<file path="src/hdl/cscv_pkg.sv">
package cscv_pkg;

    // input commands
    localparam logic [1:0] CMD_PUSH  = 2'd0;
    localparam logic [1:0] CMD_VEC   = 2'd1;
    localparam logic [1:0] CMD_END   = 2'd2;
    localparam logic [1:0] CMD_CLEAR = 2'd3;

    // configuration register indexes
    localparam logic REG_NUM_ROWS = 1'b0;
    localparam logic REG_NUM_COLS = 1'b1;

    localparam int VALUE_W = 32;
    localparam int ROW_W   = 6;
    localparam int CFG_W   = 7;

    // saturating Q16.16 add of a truncated product to an accumulator
    function automatic logic signed [31:0] sat_add(
        input logic signed [31:0] acc,
        input logic signed [47:0] prod_shr
    );
        logic signed [48:0] sum;
        sum = {{17{acc[31]}}, acc} + {prod_shr[47], prod_shr};
        if (sum > 49'sd2147483647)
            sat_add = 32'sh7fffffff;
        else if (sum < -49'sd2147483648)
            sat_add = 32'sh80000000;
        else
            sat_add = sum[31:0];
    endfunction

endpackage

</file>
<file path="src/hdl/cscv_mac.sv">
module cscv_mac (
    input  logic               aclk,
    input  logic signed [31:0] factor,
    input  logic signed [31:0] value,
    input  logic signed [31:0] acc,
    output logic signed [47:0] prod_shr_reg,
    output logic signed [31:0] sum
);
    logic signed [63:0] prod;

    // shared multiplier, product registered before the add
    assign prod = factor * value;
    always_ff @(posedge aclk) begin
        prod_shr_reg <= prod[63:16];
    end

    assign sum = cscv_pkg::sat_add(acc, prod_shr_reg);
endmodule

</file>
<file path="config.mk">
export PLATFORM = sky130hd
export DESIGN_NAME = cscv_mac
export DESIGN_NICKNAME = d
export VERILOG_FILES = /design/src/hdl/cscv_pkg.sv /design/src/hdl/cscv_mac.sv
export SDC_FILE = /design/constraint.sdc
export NUM_CORES = 2
export LEC_CHECK = 0
export BUFFER_PORTS_ARGS = -buffer_cell sky130_fd_sc_hd__buf_4
export CORE_MARGIN = 5
export CORE_UTILIZATION = 46
export DETAILED_ROUTE_END_ITERATION = 12
export PLACE_DENSITY = 0.68
export SKIP_CTS_REPAIR_TIMING = 1
export SLEW_MARGIN = 10
export SYNTH_ARGS = -nofsm -noshare
export SYNTH_HDL_FRONTEND = slang
export SYNTH_SLANG_ARGS = --single-unit
</file>
<file path="constraint.sdc">
create_clock -name aclk -period 27 [get_ports aclk]
set_input_delay 5.4 -clock aclk [delete_from_list [all_inputs] [get_ports aclk]]
set_output_delay 5.4 -clock aclk [all_outputs]
set_load 0.01 [all_outputs]
</file>
---- After elaboration in Yosys (flattened, before gate mapping) ----
Index checks and enable logic that the tools add are counted.
W data, S select, Z words.
operators by class
  add/subtract/negate cells ............... 1
  multipliers ............................. 1
  magnitude comparators ................... 2
  mux-type cells .......................... 2
operators by type and width
  kind                    count
  $mul A32 B32 Y64        1
  $mux W32                2
  $add A32 B48 Y49        1
  $gt A49 B32 Y1 const B  1
  $lt A49 B32 Y1 const B  1
word-level totals
  register bits ........................... 48
  bits of input ports ..................... 97
  output and inout bits ................... 80

---- Longest topological paths before layout ----
  depth in word-level cells ............... 4
  depth in mapped cells ................... 29
  depth with buffers taken out ............ 28

---- Worst setup path after synthesis ----
Ideal clock, no wire load.
  kind .................................... in2out
  start point ............................. in acc[0]
  end point ............................... out sum[2]
  arrival ................................. 8.737 ns
  required time ........................... 21.600 ns
  setup slack ............................. 12.863 ns
  stages on the path ...................... 14
  path buffers ............................ 1
  cells stage by stage .................... ha_1 > fa_1 > a211o_1 > a221oi_4 > o211ai_2 > or4_4 > a21oi_4 > mux2_4 > a21oi_1 > nand4_1 > nor4_1 > a41o_1 > buf_4 > o21ai_1
between the ends
  cells in the longest elaborated chain, start to end .. 4
  elaborated cells between the ends (all ways) .. 5
ends and longest elaborated chain
  item                line            text
  from (decl)         cscv_mac.sv:5   input logic signed [31:0] acc,
  $add A32 B48 Y49 *  cscv_pkg.sv:23  sum = {{17{acc[31]}}, acc} + {prod_shr[47], prod_shr};
  $lt A49 B32 Y1      cscv_pkg.sv:26  else if (sum < -49'sd2147483648)
  $mux W32            cscv_pkg.sv:26
  $mux W32 *          cscv_pkg.sv:24  if (sum > 49'sd2147483647)
  to (decl)           cscv_mac.sv:7   output logic signed [31:0] sum
Every way passes the cells marked *; elsewhere a longest branch is shown, timed or not.

---- Worst setup path in the final report ----
Ends and elaborated chain as after synthesis.

==> flow_summary.ini <==
[status]
status = finished, final reports clean

[synth]
yosys_warnings = 0
postSynth.asyncResetShare_pct = 0
syn_area_per_cell_sq_um = 9.30
synth_flop_cell = dfxtp_1
ys_seq_area_share_pct = 2.43
ys_seq_elements = 48
syn_nets = 5662
ys_types = 83
syn-cell-area_sq_um = 39600
synthCells = 4255
synth-edff-count = 0

[global_routing]
antenna_found_initial = 6
grt_use_met2_pct = 43.9
grt_usage_pct = 23.9
grt_pass1_wl_mm = 173
overflow = 0
grt_pass1_vias = 32100
grt_start_max_net_pins = 33
use_met1_pct = 29.1
met3_usage_pct = 2.75
grt.busiest_layer = met2

[finish]
drive_gt1_share_pct = 5.73
area_delta_synth_final_pct = 5.32
largest_register_ffs = 48
final_nets = 5631

[critical_path]
crit_family = compound AO/OA/AOI/OAI gates
crit_fanout = 31
cpMaxStageDelayCell = nor4_1
cp.depth = 16
cp.arrival_ns = 9.70
path_cells = buf_4 -> ha_1 -> fa_1 -> a211o_1 -> a21o_2 -> a311oi_2 -> a21oi_1 -> a21o_1 -> nor4b_1 -> nor3_1 -> or3_1 -> nor4_1 -> a41o_1 -> buf_4 -> o21ai_1 -> buf_4
critPathMostFrequentCell = buf_4
crit_buf_inv = 3
worstSetupStartpointType = primary input
worstSetupPathType = primary input to output port
crit_start = acc[0]
endpoint_kind = output port
required_ns = 21.60
slowest_delay_ns = 0.44

[detailed_routing]
routed_via_density = 5.32
wl_per_cell_um = 19.7
firstDrtPassIters = 4
ant_nets = 0
drc = 0
drtIter0Drc = 1510
vias = 28600
wl_mm = 106

[flow_run]
maxCapViolCount = 0

[floorplanning]
core_sq_um = 85300
die_area_sq_um = 92000
die_y_um = 303
initial_core_util_pct = 46.4
num_io_pins = 177
fp.dieW_um = 303
placementRows = 107

[timing]
tightest_slew_ns = 1.13
setup_violations = 0
final_hold_viol_count = 0
post-route-min-period_ns = 15.10
drv_slew = 0
slew_headroom_pct = 24.7
setup_tns_ns = 0
post-route-period-util_pct = 55.9
fmax_mhz = 66.2
rsz0062_at_grt = no

[hold_path]
min_from = prod_shr_reg[9]
hp-class = register to output port
hold_path_depth = 1

[clocking]
cts_tree = built
numCtsBuffers = 5
cts_max_path_buffers = 2
cts-root-buf = clkbuf_16
numClockSinks = 48
htree_levels = 2
clk_pin_slew_ns = 0.06

[place]
place_congestion = 0.884
detailed_place_hpwl_mm = 84.4
io_buffers = 176
[metal layers]
layer	share of wire, %	wire, um	vias up
met5	0.012	13	-
met4	4.4	4660	2
met3	4.9	5150	267
met2	53	56100	864
met1	38	39800	15100
li1	-	-	12400
[cells in the mapped netlist, drive strengths merged (2+ instances only)]
| cell type | number | share of area, % |
|---|---|---|
| a2111oi | 6 | 0.13 |
| a211o | 3 | 0.066 |
| a211oi | 8 | 0.15 |
| a21boi | 3 | 0.057 |
| a21o | 55 | 1.0 |
| a21oi | 100 | 1.3 |
| a221o | 3 | 0.076 |
| a221oi | 4 | 0.18 |
| a31o | 5 | 0.11 |
| a31oi | 8 | 0.13 |
| a32oi | 2 | 0.044 |
| a41o | 2 | 0.051 |
| a41oi | 2 | 0.044 |
| and2 | 504 | 8.0 |
| and3 | 7 | 0.11 |
| and4 | 3 | 0.066 |
| buf | 9 | 0.18 |
| clkbuf | 208 | 2.0 |
| dfxtp | 48 | 2.4 |
| fa | 1082 | 55 |
| ha | 228 | 7.2 |
| inv | 985 | 9.3 |
| mux2i | 4 | 0.10 |
| nand2 | 543 | 5.2 |
| nand2b | 21 | 0.33 |
| nand3 | 21 | 0.27 |
| nand4 | 19 | 0.30 |
| nor2 | 74 | 0.71 |
| nor2b | 5 | 0.079 |
| nor3 | 22 | 0.30 |
| nor4 | 7 | 0.11 |
| o211ai | 12 | 0.24 |
| o21a | 8 | 0.15 |
| o21ai | 86 | 1.4 |
| o21bai | 18 | 0.34 |
| or2 | 2 | 0.032 |
| or3 | 5 | 0.079 |
| or4 | 3 | 0.066 |
| xnor2 | 60 | 1.3 |
| xor2 | 43 | 0.95 |
[placed cells by master, fill, tap and decap left out, types with 3 or more instances in the layout]
cell and n:
o21ai_2 30, a31oi_1 8, nor4_1 7, o21ai_1 9, and3_1 7, fa_1 1082, ha_1 228, inv_1 985
mux2i_1 4, clkbuf_16 5, buf_4 179, nand4_1 19, a21oi_1 98, nand2_1 542, o21bai_1 18, a211oi_1 8
a31o_2 3, nor2b_1 5, diode_2 3, dfxtp_1 48, nand2b_1 21, nand3_1 21, o21ai_0 47, nor2_1 73
a21o_1 53, xor2_1 43, xnor2_1 60, and4_1 3, a221o_1 3, o21a_1 8, a211o_1 3, a2111oi_0 6
nor3_1 20, o211ai_1 11, or3_1 5, and2_1 504
[through the flow]
step | utilization (%) | hold slack (ns) | cells | setup WS, ns | cell area (sq um)
finish | 48.9 | 6.15 | 5372 | 11.90 | 41700
global route | 48.9 | 6.17 | 5370 | 11.68 | 41700
CTS | 48.9 | 6.17 | 5369 | 11.91 | 41700
detailed placement | 48.7 | 5.84 | 5361 | 11.92 | 41500
global placement | 48.7 | 5.84 | 5361 | 11.96 | 41500
floorplan | - | 5.71 | 4255 | 12.86 | 39600
[worst paths after layout]
kind / to / slack (ns)
worst min-delay path: prod_shr_reg[9] / 6.15
worst max-delay path: sum[2] / 11.90
[cells by family after synthesis]
group	Yosys count	share of synthesized area (%)
simple gates	1246	15.8
fa+ha+maj	1310	62.0
flops	48	2.43
compound gates	341	5.89
buf+inv	1202	11.5
xor+xnor	103	2.28
mux	5	0.139
[area by class of cell]
cell class	instances	area, sq um
antenna	3	7.51
clock inverter	3	47.5
clock buffer	5	125
tap	1144	1430
inverter	985	3700
fill	8133	43600
multi-input combinational	3005	34100
sequential	48	961
timing repair buffer	179	1340
Power is left out: the tool's default activity adds up to more than one toggle a clock period on the data nets, which glitch-free logic cannot reach.
